File: src/rtl/assert_macros.svh
// Assertion macros shared by the phase time editor RTL.
// No dependencies; include inside a module after the net type line.
`ifndef ASSERT_MACROS_SVH
`define ASSERT_MACROS_SVH

// Concurrent assertion on an explicit clock and active-low reset.
`define ASSERT_CLK(label, clk_s, rstn_s, prop, msg) \
    label: assert property (@(posedge clk_s) disable iff (!rstn_s) (prop)) \
        else $error(msg);

// Concurrent assertion on the module's clk and rst_n.
`define ASSERT_STD(label, prop, msg) `ASSERT_CLK(label, clk, rst_n, prop, msg)

`endif

File: src/rtl/spte_pkg.sv
// Shared types and constants of the phase time editor.
// No dependencies; compiled before every other RTL file.
`default_nettype none

package spte_pkg;

    // Phase codes
    localparam logic [1:0] PH_RED   = 2'd0;
    localparam logic [1:0] PH_AMBER = 2'd1;
    localparam logic [1:0] PH_GREEN = 2'd2;
    localparam logic [1:0] PH_NONE  = 2'd3;

    // Button lock bit positions
    localparam int LOCK_W  = 4;
    localparam int LK_MODE = 0;
    localparam int LK_UP   = 1;
    localparam int LK_SET  = 2;
    localparam int LK_RST  = 3;

    // Times after reset
    localparam int RED_INIT   = 5;
    localparam int AMBER_INIT = 2;
    localparam int GREEN_INIT = 3;

    // Divide by five: (x * 205) >> 10 is exact for x below 1024
    localparam int DIV5_MUL   = 205;
    localparam int DIV5_SHIFT = 10;

    // Width of the time fields on the result channel
    localparam int OUT_VAL_W = 7;

    // Classified tick, front to back
    typedef struct packed {
        logic active;     // config mode after this tick
        logic leave;      // mode press ends config
        logic entry;      // tick enters config
        logic work;       // ordinary active tick
        logic up_press;
        logic set_press;
        logic rst_press;
        logic rst_long;
        logic refresh;
    } cmd_t;

endpackage

`default_nettype wire

File: src/rtl/spte_if.sv
// Channel interfaces of the phase time editor: tick input and result output.
// No dependencies.
`default_nettype none

interface spte_tick_if;
    logic valid;
    logic ready;
    logic enter_config;
    logic mode_button;
    logic up_button;
    logic set_button;
    logic reset_button;
    logic reset_held_long;

    modport source (
        output valid, enter_config, mode_button, up_button, set_button,
               reset_button, reset_held_long,
        input  ready
    );
    modport sink (
        input  valid, enter_config, mode_button, up_button, set_button,
               reset_button, reset_held_long,
        output ready
    );
endinterface

interface spte_result_if;
    logic       valid;
    logic       ready;
    logic       config_active;
    logic       leave_to_auto;
    logic [1:0] phase_edited;
    logic [6:0] edit_value;
    logic [6:0] red_time;
    logic [6:0] amber_time;
    logic [6:0] green_time;
    logic       display_refresh;
    logic       blink_phase;

    modport source (
        output valid, config_active, leave_to_auto, phase_edited, edit_value,
               red_time, amber_time, green_time, display_refresh, blink_phase,
        input  ready
    );
    modport sink (
        input  valid, config_active, leave_to_auto, phase_edited, edit_value,
               red_time, amber_time, green_time, display_refresh, blink_phase,
        output ready
    );
endinterface

`default_nettype wire

File: src/rtl/spte_front.sv
// Front end: accepts ticks, tracks config mode, button locks and the refresh count.
// Depends on spte_pkg, spte_tick_if and assert_macros.svh.
`default_nettype none

module spte_front #(
    parameter int REFRESH_PERIOD = 5
) (
    input  wire logic       clk,
    input  wire logic       rst_n,
    spte_tick_if.sink       tick,
    output spte_pkg::cmd_t  cmd,
    output logic            cmd_valid,
    input  wire logic       cmd_ready
);
    import spte_pkg::*;
    `include "assert_macros.svh"

    localparam int CNT_W = $clog2(REFRESH_PERIOD + 1);

    logic              active_reg, active_next;
    logic [LOCK_W-1:0] lock_reg, lock_next;
    logic [CNT_W-1:0]  cnt_reg, cnt_next;
    logic [LOCK_W-1:0] levels;
    logic              accept;

    // Pass the tick straight into the queue
    assign tick.ready = cmd_ready;
    assign cmd_valid  = tick.valid;
    assign accept     = tick.valid & cmd_ready;

    assign levels[LK_MODE] = tick.mode_button;
    assign levels[LK_UP]   = tick.up_button;
    assign levels[LK_SET]  = tick.set_button;
    assign levels[LK_RST]  = tick.reset_button;

    // Classify the tick
    always_comb
    begin
        active_next = active_reg;
        lock_next   = lock_reg;
        cnt_next    = cnt_reg;
        cmd         = '0;
        if (!active_reg)
        begin
            if (tick.enter_config)
            begin
                active_next = 1'b1;
                lock_next   = levels;
                cmd.entry   = 1'b1;
            end
        end
        else if (tick.mode_button && !lock_reg[LK_MODE])
        begin
            lock_next[LK_MODE] = 1'b1;
            active_next        = 1'b0;
            cmd.leave          = 1'b1;
        end
        else
        begin
            cmd.work      = 1'b1;
            cmd.up_press  = tick.up_button & ~lock_reg[LK_UP];
            cmd.set_press = tick.set_button & ~lock_reg[LK_SET];
            cmd.rst_press = tick.reset_button & ~lock_reg[LK_RST];
            cmd.rst_long  = tick.reset_held_long;
            // a lock follows its button once it has been seen
            lock_next     = levels;
            if (cnt_reg == '0)
            begin
                cnt_next    = CNT_W'(REFRESH_PERIOD);
                cmd.refresh = 1'b1;
            end
            else
            begin
                cnt_next = cnt_reg - CNT_W'(1);
            end
        end
        cmd.active = active_next;
    end

    // Advance state on each transfer
    always_ff @(posedge clk or negedge rst_n)
    begin
        if (!rst_n)
        begin
            active_reg <= 1'b0;
            lock_reg   <= '0;
            cnt_reg    <= '0;
        end
        else if (accept)
        begin
            active_reg <= active_next;
            lock_reg   <= lock_next;
            cnt_reg    <= cnt_next;
        end
    end

    `ASSERT_STD(a_entry_loads_locks, accept && cmd.entry |=> lock_reg == $past(levels),
        "entry did not load the button locks")
    `ASSERT_STD(a_leave_only_active, accept && cmd.leave |-> active_reg && !cmd.active,
        "mode press outside config mode")

endmodule

`default_nettype wire

File: src/rtl/spte_queue.sv
// Two-entry queue of classified ticks between front and back.
// Depends on spte_pkg and assert_macros.svh.
`default_nettype none

module spte_queue (
    input  wire logic            clk,
    input  wire logic            rst_n,
    input  wire logic            push_valid,
    output logic                 push_ready,
    input  wire spte_pkg::cmd_t  push_data,
    output logic                 pop_valid,
    input  wire logic            pop_ready,
    output spte_pkg::cmd_t       pop_data
);
    import spte_pkg::*;
    `include "assert_macros.svh"

    localparam int DEPTH = 2;
    localparam int PTR_W = $clog2(DEPTH);
    localparam int CNT_W = $clog2(DEPTH + 1);

    cmd_t             data_reg [DEPTH];
    logic [PTR_W-1:0] wr_ptr_reg;
    logic [PTR_W-1:0] rd_ptr_reg;
    logic [CNT_W-1:0] cnt_reg;
    logic             push, pop;

    assign push_ready = cnt_reg != CNT_W'(DEPTH);
    assign pop_valid  = cnt_reg != '0;
    assign pop_data   = data_reg[rd_ptr_reg];
    assign push       = push_valid & push_ready;
    assign pop        = pop_valid & pop_ready;

    // Hold entries
    always_ff @(posedge clk)
    begin
        if (push)
        begin
            data_reg[wr_ptr_reg] <= push_data;
        end
    end

    // Advance pointers and count
    always_ff @(posedge clk or negedge rst_n)
    begin
        if (!rst_n)
        begin
            wr_ptr_reg <= '0;
            rd_ptr_reg <= '0;
            cnt_reg    <= '0;
        end
        else
        begin
            if (push)
            begin
                wr_ptr_reg <= wr_ptr_reg + PTR_W'(1);
            end
            if (pop)
            begin
                rd_ptr_reg <= rd_ptr_reg + PTR_W'(1);
            end
            if (push && !pop)
            begin
                cnt_reg <= cnt_reg + CNT_W'(1);
            end
            else if (pop && !push)
            begin
                cnt_reg <= cnt_reg - CNT_W'(1);
            end
        end
    end

    `ASSERT_STD(a_push_grows, push && !pop |=> cnt_reg == $past(cnt_reg) + CNT_W'(1),
        "queue count did not grow on push")

endmodule

`default_nettype wire

File: src/rtl/spte_back.sv
// Back end: edits phase times from classified ticks and registers the result.
// Depends on spte_pkg, spte_result_if and assert_macros.svh.
`default_nettype none

module spte_back #(
    parameter int MAX_VALUE = 99
) (
    input  wire logic            clk,
    input  wire logic            rst_n,
    input  wire logic            cmd_valid,
    output logic                 cmd_ready,
    input  wire spte_pkg::cmd_t  cmd,
    spte_result_if.source        result
);
    import spte_pkg::*;
    `include "assert_macros.svh"

    localparam int VAL_W  = $clog2(MAX_VALUE + 1);
    localparam int PROD_W = VAL_W + DIV5_SHIFT;
    localparam int EXT_W  = (VAL_W > OUT_VAL_W) ? VAL_W : OUT_VAL_W;

    logic [1:0]       phase_reg, phase_next;
    logic [VAL_W-1:0] edit_reg, edit_next;
    logic [VAL_W-1:0] red_reg, red_next;
    logic [VAL_W-1:0] amber_reg, amber_next;
    logic [VAL_W-1:0] green_reg, green_next;
    logic             blink_reg, blink_next;
    logic             out_valid_reg;
    logic             take;

    logic [PROD_W-1:0] prod;
    logic [VAL_W-1:0]  red_fifth;
    logic [VAL_W-1:0]  bal_amber, bal_green;
    logic [EXT_W-1:0]  edit_x, red_x, amber_x, green_x;

    assign cmd_ready    = !out_valid_reg || result.ready;
    assign take         = cmd_valid & cmd_ready;
    assign result.valid = out_valid_reg;

    // Rebalance amber and green from the stored red time
    assign prod      = PROD_W'(red_reg) * PROD_W'(DIV5_MUL);
    assign red_fifth = prod[DIV5_SHIFT +: VAL_W];
    always_comb
    begin
        if (red_reg < VAL_W'(2))
        begin
            bal_amber = '0;
            bal_green = VAL_W'(1);
        end
        else
        begin
            bal_amber = (red_fifth == '0) ? VAL_W'(1) : red_fifth;
            bal_green = red_reg - bal_amber;
        end
    end

    // Apply one tick: entry, leave, up, set, short reset, long reset, refresh
    always_comb
    begin
        phase_next = phase_reg;
        edit_next  = edit_reg;
        red_next   = red_reg;
        amber_next = amber_reg;
        green_next = green_reg;
        blink_next = blink_reg;
        if (cmd.entry)
        begin
            phase_next = PH_RED;
            edit_next  = red_reg;
        end
        if (cmd.leave)
        begin
            amber_next = bal_amber;
            green_next = bal_green;
        end
        if (cmd.work)
        begin
            if (cmd.up_press)
            begin
                edit_next = (edit_next >= VAL_W'(MAX_VALUE)) ? '0 : edit_next + VAL_W'(1);
            end
            if (cmd.set_press)
            begin
                case (phase_next)
                    PH_RED:
                    begin
                        red_next   = edit_next;
                        edit_next  = amber_reg;
                        phase_next = PH_AMBER;
                    end
                    PH_AMBER:
                    begin
                        amber_next = edit_next;
                        edit_next  = green_reg;
                        phase_next = PH_GREEN;
                    end
                    PH_GREEN:
                    begin
                        amber_next = bal_amber;
                        green_next = bal_green;
                        edit_next  = red_reg;
                        phase_next = PH_RED;
                    end
                    default:
                    begin
                        phase_next = phase_next;
                    end
                endcase
            end
            if (cmd.rst_press)
            begin
                case (phase_next)
                    PH_RED:   edit_next = red_next;
                    PH_AMBER: edit_next = amber_next;
                    PH_GREEN: edit_next = green_next;
                    default:  edit_next = edit_next;
                endcase
            end
            if (cmd.rst_long)
            begin
                phase_next = PH_RED;
                edit_next  = red_next;
            end
            if (cmd.refresh)
            begin
                if (phase_next == PH_NONE)
                begin
                    phase_next = PH_RED;
                end
                else
                begin
                    blink_next = ~blink_reg;
                end
            end
        end
    end

    assign edit_x  = EXT_W'(edit_next);
    assign red_x   = EXT_W'(red_next);
    assign amber_x = EXT_W'(amber_next);
    assign green_x = EXT_W'(green_next);

    // Advance editor state
    always_ff @(posedge clk or negedge rst_n)
    begin
        if (!rst_n)
        begin
            phase_reg <= PH_RED;
            edit_reg  <= '0;
            red_reg   <= VAL_W'(RED_INIT);
            amber_reg <= VAL_W'(AMBER_INIT);
            green_reg <= VAL_W'(GREEN_INIT);
            blink_reg <= 1'b0;
        end
        else if (take)
        begin
            phase_reg <= phase_next;
            edit_reg  <= edit_next;
            red_reg   <= red_next;
            amber_reg <= amber_next;
            green_reg <= green_next;
            blink_reg <= blink_next;
        end
    end

    // Hold the result until its transfer
    always_ff @(posedge clk or negedge rst_n)
    begin
        if (!rst_n)
        begin
            out_valid_reg <= 1'b0;
        end
        else if (take)
        begin
            out_valid_reg <= 1'b1;
        end
        else if (result.ready)
        begin
            out_valid_reg <= 1'b0;
        end
    end

    always_ff @(posedge clk)
    begin
        if (take)
        begin
            result.config_active   <= cmd.active;
            result.leave_to_auto   <= cmd.leave;
            result.phase_edited    <= phase_next;
            result.edit_value      <= edit_x[OUT_VAL_W-1:0];
            result.red_time        <= red_x[OUT_VAL_W-1:0];
            result.amber_time      <= amber_x[OUT_VAL_W-1:0];
            result.green_time      <= green_x[OUT_VAL_W-1:0];
            result.display_refresh <= cmd.refresh;
            result.blink_phase     <= blink_next;
        end
    end

    `ASSERT_STD(a_phase_reachable, phase_reg != PH_NONE, "unreachable phase code")
    `ASSERT_STD(a_leave_ends_config,
        result.valid && result.leave_to_auto |-> !result.config_active,
        "leave reported while still in config mode")

endmodule

`default_nettype wire

File: src/rtl/signal_phase_time_editor.sv
// Phase time editor for a traffic light controller, one transfer per tick; a tick
// is accepted in every clock cycle while the queue has room. The front end
// classifies button presses against per-button locks and counts refresh ticks, a
// two-entry queue carries the classified ticks, and the back end applies them to
// the phase times (one combinational multiply-by-reciprocal for red/5) and holds
// the result in an output register, fed from a queue entry; the queue lets input and
// output stall independently. Depends on spte_pkg, spte_if and the spte_* modules.
`default_nettype none

module signal_phase_time_editor #(
    parameter int REFRESH_PERIOD = 5,
    parameter int MAX_VALUE      = 99
) (
    input  wire logic      clk,
    input  wire logic      rst_n,
    spte_tick_if.sink      tick,
    spte_result_if.source  result
);
    import spte_pkg::*;

    cmd_t front_cmd;
    logic front_valid;
    logic front_ready;
    cmd_t back_cmd;
    logic back_valid;
    logic back_ready;

    spte_front #(
        .REFRESH_PERIOD (REFRESH_PERIOD)
    ) u_front (
        .clk       (clk),
        .rst_n     (rst_n),
        .tick      (tick),
        .cmd       (front_cmd),
        .cmd_valid (front_valid),
        .cmd_ready (front_ready)
    );

    spte_queue u_queue (
        .clk        (clk),
        .rst_n      (rst_n),
        .push_valid (front_valid),
        .push_ready (front_ready),
        .push_data  (front_cmd),
        .pop_valid  (back_valid),
        .pop_ready  (back_ready),
        .pop_data   (back_cmd)
    );

    spte_back #(
        .MAX_VALUE (MAX_VALUE)
    ) u_back (
        .clk       (clk),
        .rst_n     (rst_n),
        .cmd_valid (back_valid),
        .cmd_ready (back_ready),
        .cmd       (back_cmd),
        .result    (result)
    );

endmodule

`default_nettype wire
File: src/flat_wrapper.sv
// flat-port wrapper written by rule: the top's interface ports become plain ports
module signal_phase_time_editor_flat import spte_pkg::*;
#(
    parameter int REFRESH_PERIOD = 5,
    parameter int MAX_VALUE      = 99
)
  (clk, rst_n, tick_valid, tick_enter_config, tick_mode_button, tick_up_button, tick_set_button, tick_reset_button, tick_reset_held_long, tick_ready, result_valid, result_config_active, result_leave_to_auto, result_phase_edited, result_edit_value, result_red_time, result_amber_time, result_green_time, result_display_refresh, result_blink_phase, result_ready);
  spte_tick_if tick_i ();
  spte_result_if result_i ();
  input  wire logic clk;
  input  wire logic rst_n;
  input wire logic [$bits(tick_i.valid)-1:0] tick_valid;
  input wire logic [$bits(tick_i.enter_config)-1:0] tick_enter_config;
  input wire logic [$bits(tick_i.mode_button)-1:0] tick_mode_button;
  input wire logic [$bits(tick_i.up_button)-1:0] tick_up_button;
  input wire logic [$bits(tick_i.set_button)-1:0] tick_set_button;
  input wire logic [$bits(tick_i.reset_button)-1:0] tick_reset_button;
  input wire logic [$bits(tick_i.reset_held_long)-1:0] tick_reset_held_long;
  output wire logic [$bits(tick_i.ready)-1:0] tick_ready;
  output wire logic [$bits(result_i.valid)-1:0] result_valid;
  output wire logic [$bits(result_i.config_active)-1:0] result_config_active;
  output wire logic [$bits(result_i.leave_to_auto)-1:0] result_leave_to_auto;
  output wire logic [$bits(result_i.phase_edited)-1:0] result_phase_edited;
  output wire logic [$bits(result_i.edit_value)-1:0] result_edit_value;
  output wire logic [$bits(result_i.red_time)-1:0] result_red_time;
  output wire logic [$bits(result_i.amber_time)-1:0] result_amber_time;
  output wire logic [$bits(result_i.green_time)-1:0] result_green_time;
  output wire logic [$bits(result_i.display_refresh)-1:0] result_display_refresh;
  output wire logic [$bits(result_i.blink_phase)-1:0] result_blink_phase;
  input wire logic [$bits(result_i.ready)-1:0] result_ready;
  assign tick_i.valid = tick_valid;
  assign tick_i.enter_config = tick_enter_config;
  assign tick_i.mode_button = tick_mode_button;
  assign tick_i.up_button = tick_up_button;
  assign tick_i.set_button = tick_set_button;
  assign tick_i.reset_button = tick_reset_button;
  assign tick_i.reset_held_long = tick_reset_held_long;
  assign tick_ready = tick_i.ready;
  assign result_valid = result_i.valid;
  assign result_config_active = result_i.config_active;
  assign result_leave_to_auto = result_i.leave_to_auto;
  assign result_phase_edited = result_i.phase_edited;
  assign result_edit_value = result_i.edit_value;
  assign result_red_time = result_i.red_time;
  assign result_amber_time = result_i.amber_time;
  assign result_green_time = result_i.green_time;
  assign result_display_refresh = result_i.display_refresh;
  assign result_blink_phase = result_i.blink_phase;
  assign result_i.ready = result_ready;
  signal_phase_time_editor #(.REFRESH_PERIOD(REFRESH_PERIOD), .MAX_VALUE(MAX_VALUE)) u_core (.clk(clk), .rst_n(rst_n), .tick(tick_i), .result(result_i));
endmodule
File: config.mk
export PLATFORM = sky130hd
export DESIGN_NAME = signal_phase_time_editor_flat
export DESIGN_NICKNAME = d
export VERILOG_FILES = /design/src/rtl/spte_pkg.sv /design/src/rtl/spte_if.sv /design/src/rtl/spte_front.sv /design/src/rtl/spte_queue.sv /design/src/rtl/spte_back.sv /design/src/rtl/signal_phase_time_editor.sv /design/src/flat_wrapper.sv
export VERILOG_INCLUDE_DIRS = /design/src /design/src/rtl
export SDC_FILE = /design/constraint.sdc
export NUM_CORES = 1
export LEC_CHECK = 0
export BUFFER_PORTS_ARGS = -buffer_cell sky130_fd_sc_hd__buf_2
export CAP_MARGIN = 20
export CORE_MARGIN = 3
export CORE_UTILIZATION = 30
export DETAILED_ROUTE_END_ITERATION = 6
export GPL_TIMING_DRIVEN = 0
export MAX_ROUTING_LAYER = met4
export SYNTH_ARGS = -nofsm -noshare
export SYNTH_HDL_FRONTEND = slang
export SYNTH_HIERARCHICAL = 1
export SYNTH_SLANG_ARGS = --single-unit
File: constraint.sdc
create_clock -name clk -period 15.13 [get_ports clk]
set_clock_uncertainty 0.15 [all_clocks]
set_input_delay 3.026 -clock clk [delete_from_list [all_inputs] [get_ports clk]]
set_output_delay 3.026 -clock clk [all_outputs]
set_load 0.1 [all_outputs]
==> run metrics <==
Synth area leader=edfxtp_1; Worst R2R Path Depth=26; root buffer cell=clkbuf_16; register bit count reported by yosys=96; worst hold path type=register to register; # resized after CTS=0; IO Pins=46; Max Clk Rate=between 0.1 and 0.15 GHz; Synth Net Count=between 700 and 800; setup TNS=0 ns; vias post-DR=roughly 5.2k; RSZ-0062 raised after global routing=no; clock-pin transition on the worst setup and hold timing paths=approximately 0.07 ns; vias in the first global route=around 5k; status=completed; Starting Density=30.8%; antenna viol nets, final=0; postcts setup bufs=0; Tmin final=between 7 and 8 ns; DRC Markers=0; Ys Warns=6; dominant synthesized flop cell=edfxtp_1; DRT Pass-1 Iters=5; Cell Area, Synth=0.00651 sq mm; Critical Path RT=15.03 ns; fraction of layout cells with a size suffix above 1=between 15 and 20%; maximum clock insertion buffer count=2; endpoint type of the worst setup path=register; initial antenna violation count=0; r2r startpoint=u_core/u_back/red_reg[5]; Placeable Area=approximately 0.021 sq mm; Port-buffer cells=45; Hold Buf Count CTS=0; largest cells by area after synthesis=edfxtp_1 24%, dfrtp_1 15%, ha_1 9.6%; multi-input logic area=roughly 0.0035 sq mm; CP startpoint kind=register; htree depth=3; final wirelength=~18 mm; Inserted Clock Buffers=9; Die Width=around 150 um; Cell Rows=53; clock sink count=96; Max Slew Vio Count=0; worst reg-to-reg setup slack=~7.9 ns; r2r endpoint=u_core/u_back/result.edit_value[4]; Mean Syn Cell Area=between 9 and 10 sq um; Post-synth ARST share=45.8%; Final nets=roughly 790; 1st-iter DRT viols=~480; number of flops mapped to enable cells by yosys=52; Area Overhead vs Synth=14.3%; Seq/Total Area, Yosys=about two fifths; largest net degree at the start of global routing=45; final hold viol count=0; Fillers=about 2.2k; Yosys top cell area share=between 20% and 30%; crit share post-route=a little under half; CP Class=register to register; CP Capture Point=u_core/u_back/result.edit_value[4]; vias per cell=roughly 5.3; Post-Syn Instances=roughly 660; die area=between 0.02 and 0.025 sq mm; DIE HEIGHT=about 150 um; synth unique cells=a little under 80; Largest register FFs=18; Least-Margin Pin Slew=around 0.91 ns; Max Fanout on Critical Path=10; Sequential Area=0.00267 sq mm; per-cell routed wire length=roughly 18 um; relative slew slack=just under 40%; GR Overflow Total=0; Worst EP arrival=about 7.2 ns; GP Congestion=0.964; CTS tree=yes; HPWL Detailed=between 10 and 15 mm; setup violators final=0; worst skew pair latency=0.37 ns; first-pass GRT wire length=29.2 mm; GR Util All Layers=16.2%; Worst setup startpoint=u_core/u_back/red_reg[5]; max cap viols=0; Ant. Diodes=0
-- kinds of logic after synthesis --
group / share of synthesized area [%]
fa+ha+maj: 12.4
mux: 6.88
buf+inv: 4.54
simple gates: 15.4
flops: 41.0
compound gates: 17.2
xor+xnor: 2.56
-- worst min-delay path by stage --
| stage | start | endpoint | slack [ns] | cells after the start |
|---|---|---|---|---|
| floorplan | u_core/u_queue/wr_ptr_reg | u_core/u_queue/wr_ptr_reg | 0.31 | 1 |
| global placement | u_core/u_back/blink_reg | u_core/u_back/blink_reg | 0.32 | 1 |
| detailed placement | u_core/u_back/blink_reg | u_core/u_back/blink_reg | 0.33 | 1 |
| CTS | u_core/u_back/blink_reg | u_core/u_back/blink_reg | 0.34 | 1 |
| global route | u_core/u_back/blink_reg | u_core/u_back/blink_reg | 0.37 | 1 |
| finish | u_core/u_back/blink_reg | u_core/u_back/blink_reg | 0.34 | 1 |
-- area by class of cell --
class,instances,share of cell area [%]
tap,275,4.63
timing repair buffer,47,3.67
clock inverter,7,1.16
multi-input combinational,491,47.6
clock buffer,9,3.03
sequential,96,35.9
inverter,41,2.07
buffer,31,1.92
-- routing by layer --
metal | share of wire (%) | track usage, % | vias up | wire length [um]
li1 | - | - | 2534 | -
met1 | 46 | 22.0 | 2525 | 8540
met2 | 47 | 25.4 | 154 | 8650
met3 | 4.7 | 2.52 | 32 | 875
met4 | 2.0 | 4.54 | 0 | 365
met5 | 0 | - | - | 0
-- synth_stat cells (all sizes together), types with 8 or more instances --
master,instances
a222oi,8
xnor2,13
o21ai,47
a31oi,9
nand2,80
nand3,17
inv,40
a21oi,34
mux2,29
mux2i,11
nand2b,13
buf,11
edfxtp,52
ha,50
nor2,48
dfrtp,39
fa,9
clkbuf,20
o211ai,12
nor3,9
-- placed cells by master, fill, tap and decap left out, types with 4 or more instances in the layout --
cell type  Yosys  layout
a211oi_1       6       6
a21oi_1       33      33
a221oi_1       4       4
a222oi_1       8       8
a31oi_1        9       9
and3_1         4       4
buf_1          4       4
buf_2          2      47
buf_4          4       4
clkbuf_1      20      19
clkbuf_16      0       9
dfrtp_1       39      39
dfstp_2        5       5
edfxtp_1      52      52
fa_1           9       9
ha_1          50      50
inv_1         39      39
mux2_2        24      24
mux2i_1       11      11
nand2_1       79      79
nand2b_1      12      12
nand3_1       17      17
nand4_1        4       4
nor2_1        47      47
nor3_1         9       9
nor3b_1        4       4
o211a_1        4       4
o211ai_1      11      11
o21a_1         5       5
o21ai_0       46      46
o21bai_1       4       4
o31ai_1        4       4
or2_2          4       4
xnor2_1       13      13
xor2_1         6       6
-- stage by stage --
stage                     area (sq um)  hold WS (ns)  setup WS [ns]  cells  util, %
after floorplan                   6510         0.310           9.32    659        -
after global placement            7080         0.324           8.09    979     33.4
after detailed placement          7100         0.326           8.07    980     33.6
after CTS                         7420         0.340           7.98    996     35.1
after global routing              7440         0.372           7.52    997     35.2
final                             7440         0.338           7.88    997     35.2
-- worst max-delay path, cell delays in order, from the launching register on --
cell and delay, ns:
dfrtp_1 0.50, clkbuf_1 0.51, inv_1 0.21, ha_1 0.39
inv_1 0.07, fa_1 0.55, inv_1 0.04, ha_1 0.29
ha_1 0.30, ha_1 0.34, and4_1 0.18, and3_2 0.22
o211ai_1 0.18, nand3_1 0.24, o41a_1 0.51, inv_2 0.08
ha_1 0.15, inv_1 0.05, fa_1 0.40, a21o_1 0.17
a21oi_1 0.24, xnor2_1 0.16, a31oi_1 0.19, o21ai_0 0.19
o211a_1 0.26, o21ai_0 0.13, o21ai_0 0.25
Power is not shown: default switching activity piles up to over one toggle a cycle in this logic, so the estimate is an artifact.
